==> config.mk <==
export PLATFORM = sky130hd
export DESIGN_NAME = chebyshev_series_derivative_unit_flat
export DESIGN_NICKNAME = d
export VERILOG_FILES = /design/src/hw/rtl/csd_pkg.sv /design/src/hw/rtl/csd_ifs.sv /design/src/hw/rtl/csd_ram.sv /design/src/hw/rtl/csd_ctrl.sv /design/src/hw/rtl/csd_datapath.sv /design/src/hw/rtl/chebyshev_series_derivative_unit.sv /design/src/flat_wrapper.sv
export SDC_FILE = /design/constraint.sdc
export NUM_CORES = 2
export LEC_CHECK = 0
export BUFFER_PORTS_ARGS = -buffer_cell sky130_fd_sc_hd__buf_2
export CORE_ASPECT_RATIO = 1.5
export CORE_UTILIZATION = 35
export DETAILED_ROUTE_END_ITERATION = 16
export GPL_TIMING_DRIVEN = 0
export PLACE_DENSITY_LB_ADDON = 0.08
export SETUP_SLACK_MARGIN = 0.15
export SLEW_MARGIN = 20
export SYNTH_ARGS = -nofsm -noshare
export SYNTH_HDL_FRONTEND = slang
export SYNTH_SLANG_ARGS = --single-unit
==> constraint.sdc <==
create_clock -name i_clk -period 7.8 [get_ports i_clk]
set_clock_uncertainty 0.1 [all_clocks]
set_input_delay 1.56 -clock i_clk [delete_from_list [all_inputs] [get_ports i_clk]]
set_output_delay 1.56 -clock i_clk [all_outputs]
set_load 0.02 [all_outputs]
==> src/hw/rtl/csd_pkg.sv <==
package csd_pkg;

    localparam int CSD_MAX_COEFFS = 64;
    localparam int CSD_COEF_WIDTH = 32;
    localparam int CSD_SUM_W      = 48;

    localparam logic [1:0] CSD_MODE_FULL = 2'd0;
    localparam logic [1:0] CSD_MODE_EVEN = 2'd1;
    localparam logic [1:0] CSD_MODE_ODD  = 2'd2;

    typedef enum logic [2:0] {
        ST_LOAD,
        ST_ACC,
        ST_READ,
        ST_MUL,
        ST_CALC,
        ST_OUT
    } t_state;

    typedef struct packed {
        logic load_en;
        logic acc_en;
        logic rd_en;
        logic mul_en;
        logic calc_en;
        logic next_k;
        logic clear;
    } t_cmd;

    typedef struct packed {
        logic last_in;
        logic last_k;
    } t_stat;

endpackage

==> src/hw/rtl/csd_ifs.sv <==
interface csd_coef_if
    import csd_pkg::*;
#(
    parameter int COEF_WIDTH = CSD_COEF_WIDTH
) ();
    logic                         valid;
    logic                         ready;
    logic signed [COEF_WIDTH-1:0] coefficient;
    logic                         last;

    modport source (output valid, coefficient, last, input ready);
    modport sink   (input valid, coefficient, last, output ready);
endinterface

interface csd_deriv_if
    import csd_pkg::*;
();
    logic                        valid;
    logic                        ready;
    logic signed [CSD_SUM_W-1:0] derivative;
    logic                        last_out;
    logic [1:0]                  result_basis;

    modport source (output valid, derivative, last_out, result_basis, input ready);
    modport sink   (input valid, derivative, last_out, result_basis, output ready);
endinterface

interface csd_cfg_if ();
    logic       valid;
    logic       ready;
    logic [1:0] basis_mode;

    modport source (output valid, basis_mode, input ready);
    modport sink   (input valid, basis_mode, output ready);
endinterface

==> src/hw/rtl/csd_ram.sv <==
module csd_ram #(
    parameter int WIDTH = 32,
    parameter int DEPTH = 64
) (
    input  logic                     i_clk,
    input  logic                     i_wr_en,
    input  logic [$clog2(DEPTH)-1:0] i_wr_addr,
    input  logic [WIDTH-1:0]         i_wr_data,
    input  logic                     i_rd_en,
    input  logic [$clog2(DEPTH)-1:0] i_rd_addr,
    output logic [WIDTH-1:0]         o_rd_data
);

    logic [WIDTH-1:0] r_mem [DEPTH];
    logic [WIDTH-1:0] r_rd_data;

    always_ff @(posedge i_clk) begin
        if (i_wr_en) begin
            r_mem[i_wr_addr] <= i_wr_data;
        end
        if (i_rd_en) begin
            r_rd_data <= r_mem[i_rd_addr];
        end
    end

    assign o_rd_data = r_rd_data;

endmodule

==> src/hw/rtl/csd_ctrl.sv <==
module csd_ctrl
    import csd_pkg::*;
(
    input  logic  i_clk,
    input  logic  i_rst_n,
    input  logic  i_in_valid,
    output logic  o_in_ready,
    output logic  o_out_valid,
    input  logic  i_out_ready,
    input  t_stat i_stat,
    output t_cmd  o_cmd
);

    t_state r_state;
    t_state n_state;

    always_ff @(posedge i_clk) begin
        if (!i_rst_n) begin
            r_state <= ST_LOAD;
        end else begin
            r_state <= n_state;
        end
    end

    always_comb begin
        n_state = r_state;
        case (r_state)
            ST_LOAD: begin
                if (i_in_valid) begin
                    n_state = ST_ACC;
                end
            end
            ST_ACC: begin
                n_state = i_stat.last_in ? ST_READ : ST_LOAD;
            end
            ST_READ: n_state = ST_MUL;
            ST_MUL:  n_state = ST_CALC;
            ST_CALC: n_state = ST_OUT;
            ST_OUT: begin
                if (i_out_ready) begin
                    n_state = i_stat.last_k ? ST_LOAD : ST_READ;
                end
            end
            default: n_state = ST_LOAD;
        endcase
    end

    always_comb begin
        o_cmd       = '0;
        o_in_ready  = 1'b0;
        o_out_valid = 1'b0;
        case (r_state)
            ST_LOAD: begin
                o_in_ready    = 1'b1;
                o_cmd.load_en = i_in_valid;
            end
            ST_ACC:  o_cmd.acc_en  = 1'b1;
            ST_READ: o_cmd.rd_en   = 1'b1;
            ST_MUL:  o_cmd.mul_en  = 1'b1;
            ST_CALC: o_cmd.calc_en = 1'b1;
            ST_OUT: begin
                o_out_valid  = 1'b1;
                o_cmd.next_k = i_out_ready && !i_stat.last_k;
                o_cmd.clear  = i_out_ready && i_stat.last_k;
            end
            default: o_cmd = '0;
        endcase
    end

endmodule

==> src/hw/rtl/csd_datapath.sv <==
module csd_datapath
    import csd_pkg::*;
#(
    parameter int MAX_COEFFS = CSD_MAX_COEFFS,
    parameter int COEF_WIDTH = CSD_COEF_WIDTH
) (
    input  logic                        i_clk,
    input  logic                        i_rst_n,
    input  t_cmd                        i_cmd,
    output t_stat                       o_stat,
    input  logic signed [COEF_WIDTH-1:0] i_coefficient,
    input  logic                        i_last,
    input  logic [1:0]                  i_basis_mode,
    output logic signed [CSD_SUM_W-1:0] o_derivative,
    output logic                        o_last_out,
    output logic [1:0]                  o_result_basis
);

    localparam int IDX_W  = $clog2(MAX_COEFFS);
    localparam int CNT_W  = $clog2(MAX_COEFFS + 1);
    localparam int PROD_W = IDX_W + 1 + COEF_WIDTH;

    logic [CNT_W-1:0]            r_count;
    logic [IDX_W-1:0]            r_k;
    logic                        r_last;
    logic                        r_take;
    logic                        r_par;
    logic signed [CSD_SUM_W-1:0] r_prod;
    logic signed [CSD_SUM_W-1:0] r_coef;
    logic signed [CSD_SUM_W-1:0] r_sum_even;
    logic signed [CSD_SUM_W-1:0] r_sum_odd;
    logic signed [CSD_SUM_W-1:0] r_sum_a;
    logic signed [CSD_SUM_W-1:0] r_deriv;
    logic                        r_last_out;
    logic [1:0]                  r_basis;

    logic signed [CSD_SUM_W-1:0] n_sum_even;
    logic signed [CSD_SUM_W-1:0] n_sum_odd;
    logic signed [CSD_SUM_W-1:0] n_sum_a;

    logic                         full;
    logic [COEF_WIDTH-1:0]        ram_rdata;
    logic [IDX_W-1:0]             mul_idx;
    logic signed [COEF_WIDTH-1:0] mul_val;
    logic signed [PROD_W-1:0]     prod;
    logic signed [CSD_SUM_W-1:0]  calc_res;
    logic [1:0]                   calc_code;
    logic                         last_k;

    assign full   = (r_count == CNT_W'(MAX_COEFFS));
    assign last_k = ((CNT_W'(r_k) + CNT_W'(1)) == r_count);

    assign o_stat.last_in = r_last;
    assign o_stat.last_k  = last_k;

    csd_ram #(
        .WIDTH (COEF_WIDTH),
        .DEPTH (MAX_COEFFS)
    ) u_ram (
        .i_clk     (i_clk),
        .i_wr_en   (i_cmd.load_en && !full),
        .i_wr_addr (r_count[IDX_W-1:0]),
        .i_wr_data (i_coefficient),
        .i_rd_en   (i_cmd.rd_en),
        .i_rd_addr (r_k),
        .o_rd_data (ram_rdata)
    );

    // one multiplier: index * coefficient, on load and on emit
    assign mul_idx = i_cmd.mul_en ? r_k : r_count[IDX_W-1:0];
    assign mul_val = i_cmd.mul_en ? $signed(ram_rdata) : i_coefficient;
    assign prod    = $signed({1'b0, mul_idx}) * mul_val;

    // sums hold the part of the line at or above index k
    always_comb begin
        logic signed [CSD_SUM_W-1:0] sum_eo;
        logic signed [CSD_SUM_W-1:0] odd_sum;
        logic signed [CSD_SUM_W-1:0] sel;
        sum_eo  = r_sum_even + r_sum_odd;
        odd_sum = (sum_eo <<< 1) + r_sum_a;
        sel     = r_k[0] ? r_sum_even : r_sum_odd;
        case (i_basis_mode)
            CSD_MODE_EVEN: begin
                calc_res  = (sum_eo - r_prod) <<< 2;
                calc_code = CSD_MODE_EVEN;
            end
            CSD_MODE_ODD: begin
                calc_res  = (r_k == '0) ? odd_sum : (odd_sum <<< 1);
                calc_code = CSD_MODE_ODD;
            end
            default: begin
                calc_res  = (r_k == '0) ? sel : (sel <<< 1);
                calc_code = CSD_MODE_FULL;
            end
        endcase
    end

    always_comb begin
        n_sum_even = r_sum_even;
        n_sum_odd  = r_sum_odd;
        n_sum_a    = r_sum_a;
        if (i_cmd.clear) begin
            n_sum_even = '0;
            n_sum_odd  = '0;
            n_sum_a    = '0;
        end else if (i_cmd.acc_en && r_take) begin
            if (r_par) begin
                n_sum_odd = r_sum_odd + r_prod;
            end else begin
                n_sum_even = r_sum_even + r_prod;
            end
            n_sum_a = r_sum_a + r_coef;
        end else if (i_cmd.calc_en) begin
            if (r_k[0]) begin
                n_sum_odd = r_sum_odd - r_prod;
            end else begin
                n_sum_even = r_sum_even - r_prod;
            end
            n_sum_a = r_sum_a - r_coef;
        end
    end

    always_ff @(posedge i_clk) begin
        if (!i_rst_n) begin
            r_count    <= '0;
            r_k        <= '0;
            r_last     <= 1'b0;
            r_take     <= 1'b0;
            r_sum_even <= '0;
            r_sum_odd  <= '0;
            r_sum_a    <= '0;
        end else begin
            r_sum_even <= n_sum_even;
            r_sum_odd  <= n_sum_odd;
            r_sum_a    <= n_sum_a;
            if (i_cmd.load_en) begin
                r_last <= i_last;
                r_take <= !full;
                if (!full) begin
                    r_count <= r_count + CNT_W'(1);
                end
            end
            if (i_cmd.clear) begin
                r_count <= '0;
                r_k     <= '0;
            end else if (i_cmd.next_k) begin
                r_k <= r_k + IDX_W'(1);
            end
        end
    end

    always_ff @(posedge i_clk) begin
        if (i_cmd.load_en) begin
            r_prod <= CSD_SUM_W'(prod);
            r_coef <= CSD_SUM_W'(i_coefficient);
            r_par  <= r_count[0];
        end
        if (i_cmd.mul_en) begin
            r_prod <= CSD_SUM_W'(prod);
            r_coef <= CSD_SUM_W'($signed(ram_rdata));
        end
        if (i_cmd.calc_en) begin
            r_deriv    <= calc_res;
            r_last_out <= last_k;
            r_basis    <= calc_code;
        end
    end

    assign o_derivative   = r_deriv;
    assign o_last_out     = r_last_out;
    assign o_result_basis = r_basis;

    a_count_bound: assert property (@(posedge i_clk) disable iff (!i_rst_n)
        r_count <= CNT_W'(MAX_COEFFS))
        else $error("load count beyond store depth");

    a_read_in_line: assert property (@(posedge i_clk) disable iff (!i_rst_n)
        i_cmd.rd_en |-> (CNT_W'(r_k) < r_count))
        else $error("read beyond loaded line");

    a_sums_drained: assert property (@(posedge i_clk) disable iff (!i_rst_n)
        i_cmd.clear |-> (r_sum_even == '0 && r_sum_odd == '0 && r_sum_a == '0))
        else $error("suffix sums not drained at end of line");

endmodule

==> src/hw/rtl/chebyshev_series_derivative_unit.sv <==
// channel  dir  beat                                   accepted when
// i_coef   in   coefficient (s32 Q7.24), last           valid && ready
// o_deriv  out  derivative (s48 Q23.24), last_out,      valid && ready
//               result_basis
// i_cfg    in   basis_mode                             valid && ready (ready tied high)
//
// Load: store write and index multiply (ST_LOAD), then accumulate (ST_ACC), per coefficient.
// Emit: per derivative coefficient, ST_READ, ST_MUL, ST_CALC, then ST_OUT until accepted;
// each coefficient is read back from the store and multiplied again.
// Input is not taken while a line is being emitted.
// Reset (synchronous, active low) clears load count, sums and basis_mode.
module chebyshev_series_derivative_unit
    import csd_pkg::*;
#(
    parameter int MAX_COEFFS = CSD_MAX_COEFFS,
    parameter int COEF_WIDTH = CSD_COEF_WIDTH
) (
    input  logic                i_clk,
    input  logic                i_rst_n,
    csd_coef_if.sink            i_coef,
    csd_deriv_if.source         o_deriv,
    csd_cfg_if.sink             i_cfg
);

    logic [1:0] r_basis_mode;
    t_cmd       cmd;
    t_stat      stat;

    assign i_cfg.ready = 1'b1;

    always_ff @(posedge i_clk) begin
        if (!i_rst_n) begin
            r_basis_mode <= CSD_MODE_FULL;
        end else if (i_cfg.valid) begin
            r_basis_mode <= i_cfg.basis_mode;
        end
    end

    csd_ctrl u_ctrl (
        .i_clk       (i_clk),
        .i_rst_n     (i_rst_n),
        .i_in_valid  (i_coef.valid),
        .o_in_ready  (i_coef.ready),
        .o_out_valid (o_deriv.valid),
        .i_out_ready (o_deriv.ready),
        .i_stat      (stat),
        .o_cmd       (cmd)
    );

    csd_datapath #(
        .MAX_COEFFS (MAX_COEFFS),
        .COEF_WIDTH (COEF_WIDTH)
    ) u_datapath (
        .i_clk          (i_clk),
        .i_rst_n        (i_rst_n),
        .i_cmd          (cmd),
        .o_stat         (stat),
        .i_coefficient  (i_coef.coefficient),
        .i_last         (i_coef.last),
        .i_basis_mode   (r_basis_mode),
        .o_derivative   (o_deriv.derivative),
        .o_last_out     (o_deriv.last_out),
        .o_result_basis (o_deriv.result_basis)
    );

endmodule

==> src/flat_wrapper.sv <==
// flat-port wrapper written by rule: the top's interface ports become plain ports
module chebyshev_series_derivative_unit_flat import csd_pkg::*;
#(
    parameter int MAX_COEFFS = CSD_MAX_COEFFS,
    parameter int COEF_WIDTH = CSD_COEF_WIDTH
)
  (i_clk, i_rst_n, i_coef_valid, i_coef_coefficient, i_coef_last, i_coef_ready, o_deriv_valid, o_deriv_derivative, o_deriv_last_out, o_deriv_result_basis, o_deriv_ready, i_cfg_valid, i_cfg_basis_mode, i_cfg_ready);
  csd_coef_if #(.COEF_WIDTH(COEF_WIDTH)) i_coef_i ();
  csd_deriv_if o_deriv_i ();
  csd_cfg_if i_cfg_i ();
  input  logic i_clk;
  input  logic i_rst_n;
  input wire logic [$bits(i_coef_i.valid)-1:0] i_coef_valid;
  input wire logic [$bits(i_coef_i.coefficient)-1:0] i_coef_coefficient;
  input wire logic [$bits(i_coef_i.last)-1:0] i_coef_last;
  output wire logic [$bits(i_coef_i.ready)-1:0] i_coef_ready;
  output wire logic [$bits(o_deriv_i.valid)-1:0] o_deriv_valid;
  output wire logic [$bits(o_deriv_i.derivative)-1:0] o_deriv_derivative;
  output wire logic [$bits(o_deriv_i.last_out)-1:0] o_deriv_last_out;
  output wire logic [$bits(o_deriv_i.result_basis)-1:0] o_deriv_result_basis;
  input wire logic [$bits(o_deriv_i.ready)-1:0] o_deriv_ready;
  input wire logic [$bits(i_cfg_i.valid)-1:0] i_cfg_valid;
  input wire logic [$bits(i_cfg_i.basis_mode)-1:0] i_cfg_basis_mode;
  output wire logic [$bits(i_cfg_i.ready)-1:0] i_cfg_ready;
  assign i_coef_i.valid = i_coef_valid;
  assign i_coef_i.coefficient = i_coef_coefficient;
  assign i_coef_i.last = i_coef_last;
  assign i_coef_ready = i_coef_i.ready;
  assign o_deriv_valid = o_deriv_i.valid;
  assign o_deriv_derivative = o_deriv_i.derivative;
  assign o_deriv_last_out = o_deriv_i.last_out;
  assign o_deriv_result_basis = o_deriv_i.result_basis;
  assign o_deriv_i.ready = o_deriv_ready;
  assign i_cfg_i.valid = i_cfg_valid;
  assign i_cfg_i.basis_mode = i_cfg_basis_mode;
  assign i_cfg_ready = i_cfg_i.ready;
  chebyshev_series_derivative_unit #(.MAX_COEFFS(MAX_COEFFS), .COEF_WIDTH(COEF_WIDTH)) u_core (.i_clk(i_clk), .i_rst_n(i_rst_n), .i_coef(i_coef_i), .o_deriv(o_deriv_i), .i_cfg(i_cfg_i));
endmodule
Yosys cells after proc, flatten, opt, wreduce, memory -nomap -nowiden
Memories as Yosys holds them, arrays and structs flattened. A register that Yosys moved wholly into a read port is not among the register bits.
Index checks and enable logic that the tools add are counted.
- add/sub/neg operators: 12
- $mul: 1
- eq/ne operators: 14
- mux-type cells: 36
- bitwise gates (word level): 2
- reductions and logical operators: 16
- operators with widths (kind ; count):
    48-bit two-way mux ; 17
    48-bit adder ; 4
    48-bit subtractor ; 3
    48-bit case mux with 2 select lines ; 1
    47-bit adder ; 1
    46-bit subtractor ; 1
    7-bit by 32-bit multiplier with 39-bit output ; 1
    32-bit two-way mux ; 1
    3-bit case mux with 6 select lines ; 1
    1-bit two-way mux ; 9
    2-bit != test, second input constant ; 4
    6-bit by 1-bit adder with 7-bit output, second input constant ; 1
    7-bit by 1-bit adder with 7-bit output, second input constant ; 1
    7-bit == test ; 1
    7-bit == test, second input constant ; 1
    6-bit by 1-bit adder with 6-bit output, second input constant ; 1
    3-bit by 2-bit == test with 1-bit output, second input constant ; 2
    3-bit == test, second input constant ; 2
    6-bit zero test ; 1
    2-bit two-way mux ; 3
    3-bit two-way mux ; 2
    6-bit two-way mux ; 1
    3-bit AND reduction ; 2
    2-bit nonzero test ; 3
    11 further kinds ; 17
- bits in registers: 312
- RAM bits: 2048
- bits of input ports: 40
- output and inout bits: 54
- memories: 1
- memory list (name ; words ; bits a word ; rd ports ; clocked after Yosys merged registers in ; wr ports ; line ; RTL):
    u_core.u_datapath.u_ram.r_mem ; 64 ; 32 ; 1 ; 1 ; 1 ; csd_ram.sv:14 ; logic [WIDTH-1:0] r_mem [DEPTH];

Longest topological paths before layout
- word-level depth: 6
- gate-level depth with buffers: 28
- gate-level depth less buffers: 25

Hierarchy
From an unflattened synthesis, not the netlist that was laid out.
- cell total of the unflattened synthesis: 7570
- area total of the unflattened synthesis: 113631.5 µm²
- by module, submodules not included (module ; times used ; cells each ; area each (µm²) ; seq. area each (µm²)):
    csd_ram ; 1 ; 3324 ; 78835.6 ; 62459.9
    csd_datapath ; 1 ; 4208 ; 34461.8 ; 6876.6
    csd_ctrl ; 1 ; 30 ; 250.2 ; 60.1
    chebyshev_series_derivative_unit ; 1 ; 8 ; 83.8 ; 40.0

Worst setup path before layout
Ideal clock, no wire load.
- kind: register to register
- from: register u_core.u_ctrl.r_state[2]
- to: register u_core.u_datapath.r_prod[46], data pin
- arrival time: 6.459 ns
- data required time: 7.440 ns
- path slack: 0.981 ns
- cell stages (with the launch flop): 26
- buffers on the path: 4
- clock period less this slack: 6.819 ns
- path through: dfxtp_1 -> clkbuf_1 -> nand3b_1 -> clkbuf_1 -> clkbuf_1 -> buf_1 -> mux2i_1 -> nor2_1 -> fa_1 -> fa_1 -> fa_1 -> inv_1 -> fa_1 -> inv_1 -> ha_1 -> and3_1 -> and4_1 -> o221ai_1 -> a21oi_1 -> o41ai_1 -> a21oi_1 -> nor2_1 -> a21oi_1 -> a211o_1 -> a21oi_1 -> xnor2_1
- word-level cells in the longest chain between the ends: 6
- elaborated cells between the ends (all ways): 7
- RTL lines (what ; line ; RTL):
    start, declared ; csd_ctrl.sv:14 ; t_state r_state;
    start signal, assigned ; csd_ctrl.sv:21 ; r_state <= n_state;
    3-bit by 2-bit == test with 1-bit output (*) ; csd_ctrl.sv:52 ; case (r_state)
    1-bit two-way mux (*) ; csd_ctrl.sv:52 ;
    6-bit two-way mux / 32-bit two-way mux (equally long branches) ; csd_datapath.sv:70, csd_datapath.sv:71 ;
    7-bit by 32-bit multiplier with 39-bit output (*) ; csd_datapath.sv:72 ; assign prod = $signed({1'b0, mul_idx}) * mul_val;
    named net u_core.u_datapath.prod[38] ; csd_datapath.sv:45 ; logic signed [PROD_W-1:0] prod;
    48-bit two-way mux ; csd_datapath.sv:153 ; if (i_cmd.load_en) begin
    48-bit two-way mux (*) ; csd_datapath.sv:158 ; if (i_cmd.mul_en) begin
    end signal, assigned ; csd_datapath.sv:154 ; r_prod <= CSD_SUM_W'(prod);
    end signal, assigned ; csd_datapath.sv:159 ; r_prod <= CSD_SUM_W'(prod);
    end, declared ; csd_datapath.sv:28 ; logic signed [CSD_SUM_W-1:0] r_prod;
Mark *: on every way through the listed nets, which the timed path passes. The rest lies on a longest branch. The select of a mux whose other input is x is not followed.
A chain may end at the register's enable or synchronous reset.

Worst setup path after layout
- from: register u_core.u_datapath.r_sum_even[15]
- to: register u_core.u_datapath.r_deriv[39] (netlist: u_core.u_datapath.o_derivative[39]), data pin
- word-level cells in the longest chain between the ends: 4
- elaborated cells between the ends (all ways): 5
- RTL lines (what ; line ; RTL):
    start, declared ; csd_datapath.sv:30 ; logic signed [CSD_SUM_W-1:0] r_sum_even;
    start signal, assigned ; csd_datapath.sv:133 ; r_sum_even <= n_sum_even;
    47-bit adder (*) ; csd_datapath.sv:79 ; sum_eo = r_sum_even + r_sum_odd;
    48-bit adder ; csd_datapath.sv:80 ; odd_sum = (sum_eo <<< 1) + r_sum_a;
    48-bit two-way mux ; csd_datapath.sv:88 ; calc_res = (r_k == '0) ? odd_sum : (odd_sum <<< 1);
    48-bit case mux with 2 select lines (*) ; csd_datapath.sv:82 ; case (i_basis_mode)
    named net u_core.u_datapath.calc_res[39] ; csd_datapath.sv:46 ; logic signed [CSD_SUM_W-1:0] calc_res;
    end signal, assigned ; csd_datapath.sv:163 ; r_deriv <= calc_res;
    end, declared ; csd_datapath.sv:33 ; logic signed [CSD_SUM_W-1:0] r_deriv;
Mark *: on every way through the listed nets, which the timed path passes. The rest lies on a longest branch.

==> flow_summary.toml <==
[yosys]
yosysMostFrequentCell = "edfxtp_1"
synth_commonest_cells = "2203 x edfxtp_1, 718 x mux4_2, 531 x nor2_1, 479 x nand2_1, 449 x a21oi_1"
syn_inst = 7425
synth_edf_count = 2203
synth_top_area_cell = "edfxtp_1"
synth_compound_area_share_pct = 7.30
synthMuxAreaShare_pct = 14.7
syn-num-nets = 7968
ys_async_sr_fraction_pct = 0
synth_adder_area_share_pct = 6.42
yosys.area_share.xor_xnor_pct = 2.75
yosys_register_bits = 2367
ys_types = 97
synth_top_family_by_area = "multiplexers"
syn_area_per_cell_sq_um = 15.4
yosys_warnings = 0
synthFlopType = "edfxtp_1"
synth.yosys.seq_area_share_pct = 60.9
synth_area_leaders = "edfxtp_1 58%, mux4_2 14%, ha_1 4.0%, dfxtp_1 2.9%, fa_1 2.4%"
yosysTopAreaCellShare_pct = 58.0
synth-simple-area-share_pct = 5.60
netlist_area_sq_um = 114000

[route]
drt_wl_total_microns = 412000
via_per_inst = 5.50
drc = 0
met3WireLength_microns = 14500
dr_total_vias = 68200
drt_iter0_markers = 5236
avgRoutedWirePerCell_microns = 33.3
route.met2.wl_microns = 230000
top_layer_used = "met5"
dr.pass1.iters = 6
ant_nets = 0
wirelength_met1_microns = 136000

[critical_path]
arrival_ns = 7.98
rrSetupSlack_ns = 0.37
cp_max_fo = 9
end_kind = "flip-flop"
worstPathCellList = "ha_1 > buf_2 > and4_1 > nand4_1 > nor4_1 > o31ai_1 > a41oi_1 > a31oi_1 > o21ai_1 > xor2_2 > ha_1 > clkbuf_1 > nand4_1 > or2_2 > nor2_1 > o211ai_1 > a31oi_2 > a21oi_1 > xor2_1 > mux2i_1 > a22oi_1 > o21ai_0"
rr_worst_depth = 22
worstReg2RegStart = "u_core.u_datapath.r_sum_even[15]$_SDFFE_PP0P_"
critPathSlowestCell = "xor2_1"
worstReg2RegEnd = "u_core.u_datapath.o_derivative[39]$_DFFE_PP_"
crit_type = "flip-flop to flip-flop"
slowest_delay_ns = 0.58
crit_end = "u_core.u_datapath.o_derivative[39]$_DFFE_PP_"
cp-start-kind = "flip-flop"
startpoint = "u_core.u_datapath.r_sum_even[15]$_SDFFE_PP0P_"
critPathRequiredTime_ns = 8.35

[grt]
grt_antenna_before_repair = 22
grt_pass1_wl_microns = 569000
overflow = 0
track_usage_pct = 25.1
grt_pass1_vias = 71500
grt_max_degree = 66

[worst_hold_path]
hp-start = "u_core.u_datapath.r_last$_SDFFE_PN0P_"
holdCritPathClass = "flip-flop to flip-flop"

[pwr]
p_leak_nw = 44.6
powerDensity_nw_per_um2 = 210
ir_worst_vdd_mv = 0.174

[floorplan]
die_area_sq_um = 328000
start_util_pct = 35.2
die_w_microns = 468
core_sq_um = 324000
num_rows = 256
die_y_microns = 701
boundaryPins = 94

[sta]
grt_setup_unrepaired = "true"
slew_headroom_pct = 14.6
finalSetupViolations = 0
tightest_slew_ns = 1.27
final.period_utilization_pct = 95.3
hold_viol = 0
setup_slack_ns = 0.367
maxSlewViolCount = 0
fmax_mhz = 135
min_period_ns = 7.43

[place]
place_congestion = 0.930
dp_hpwl_microns = 316000
portBuffers = 92
pre_cts_ws_ns = -1.93

[layout]
layout-drive-gt1-share_pct = 19.6
fill_cells = 29800
num-nets-final = 8446
areaGrowthSynthToFinish_pct = 15.5
final_core_util_pct = 40.6

[clocking]
cts.clk_slew.worst_paths_ns = 0.06
cts_tree = "built"
clkSinkCount = 2367
holdBufCountCts = 0
htreeDepth = 4
numCtsBuffers = 244
clk_latency_ns = 0.93
cts_buffer_depth = 4
clock-root-buffer = "clkbuf_16"

[run_status]
outcome = "finished clean"

[job]
cap_viol_max_count = 0
-- cell usage in the layout (no fill, tap or decap), types with 43 or more instances in the layout --
cell,instances
a211oi_1,63
a21o_1,169
a21oi_1,446
a31oi_1,45
buf_1,51
buf_12,70
buf_16,49
buf_2,93
buf_4,43
clkbuf_1,242
clkbuf_16,244
clkbuf_2,45
clkinv_1,55
clkinv_2,49
dfxtp_1,164
edfxtp_1,2203
fa_1,137
ha_1,366
inv_1,337
mux4_2,718
nand2_1,476
nand3_1,85
nand4_1,54
nor2_1,466
nor2_4,64
nor3_1,56
o21ai_0,222
o21bai_1,53
xnor2_1,208
xor2_1,126
-- cell families (layout without fill, tap and decap cells) --
logic type	count (synthesis)	count (layout)
buffers and inverters	679	1350
AO/OA/AOI/OAI	1306	1306
AND/OR/NAND/NOR	1432	1432
multiplexers	779	779
XOR/XNOR	358	358
adder cells (fa/ha/maj)	503	503
flip-flops	2367	2367
other	1	38
-- layer usage --
metal / track usage, % / up-vias
li1: - / 30100
met1: 24.8 / 35600
met2: 48.4 / 1752
met3: 2.98 / 745
met4: 16.3 / 4
met5: 0 / -
-- flip-flops by register name, summed over array words and instances (netlist names), 3 cells and up --
register                           cells
u_core.u_datapath.r_coef              32
u_core.u_datapath.r_count              7
u_core.u_datapath.o_derivative        48
u_core.u_datapath.r_k                  6
u_core.u_datapath.u_ram.r_mem       2048
u_core.u_datapath.u_ram.o_rd_data     32
u_core.u_datapath.r_sum_a             48
u_core.u_datapath.r_prod              39
u_core.u_datapath.r_sum_even          48
u_core.u_ctrl.r_state                  3
u_core.u_datapath.r_sum_odd           48
-- report_power, final --
group | internal, W | switching (W)
clock | 0.00622 | 0.00511
combinational | 0.000657 | 0.00153
sequential | 0.0140 | 0.000110
-- through the flow --
stage                     std cells  hold WS, ns  cell area, sq um  total power [W]  setup TNS (ns)
after floorplan                7425        0.335            114000           0.0155               0
after detailed placement      11900        0.365            124000           0.0165          -33.84
after global routing          12400        0.395            132000           0.0284               0
after CTS                     12300        0.373            131000           0.0278               0
final                         12400        0.373            132000           0.0276               0
after global placement        11800        0.365            120000           0.0165          -44.36
-- area by class of cell --
class	instances	area [sq um]	share of cell area, %
Inverter	340	1280	0.971
Multi-Input combinational cell	4379	43100	32.7
Tap cell	4257	5330	4.04
Clock buffer	300	6350	4.82
Buffer	337	1490	1.13
Sequential cell	2367	69400	52.7
Clock inverter	139	1120	0.848
Antenna cell	37	92.6	0.0703
Timing Repair Buffer	234	3530	2.68
-- repair_timing --
action                     CTS  global route
pin swaps                    0             0
cloned                       0             0
setup endpoints to repair   37            18
setup buffers                3             4
gates resized for setup     64            30
-- worst min path at each step --
stage	endpoint	cells past startpoint
after CTS	u_core.u_datapath.r_last$_SDFFE_PN0P_	2
after floorplan	u_core.u_datapath.r_par$_DFFE_PP_	0
after global placement	u_core.u_datapath.r_last$_SDFFE_PN0P_	2
after detailed placement	u_core.u_datapath.r_last$_SDFFE_PN0P_	2
final	u_core.u_datapath.r_last$_SDFFE_PN0P_	2
after global routing	u_core.u_datapath.r_par$_DFFE_PP_	0
-- critical path, delay by kind of cell, from the launching register on --
family	cells	cell delay [ns]
and+or+nand+nor	6	1.64
buffers and inverters	2	0.68
adders and majority gates	2	0.51
AOI/OAI and AO/OA	9	2.59
muxes	1	0.15
DFF	1	0.38
xor gates and xnor gates	2	1.13
(Power assumes the default switching activity.)
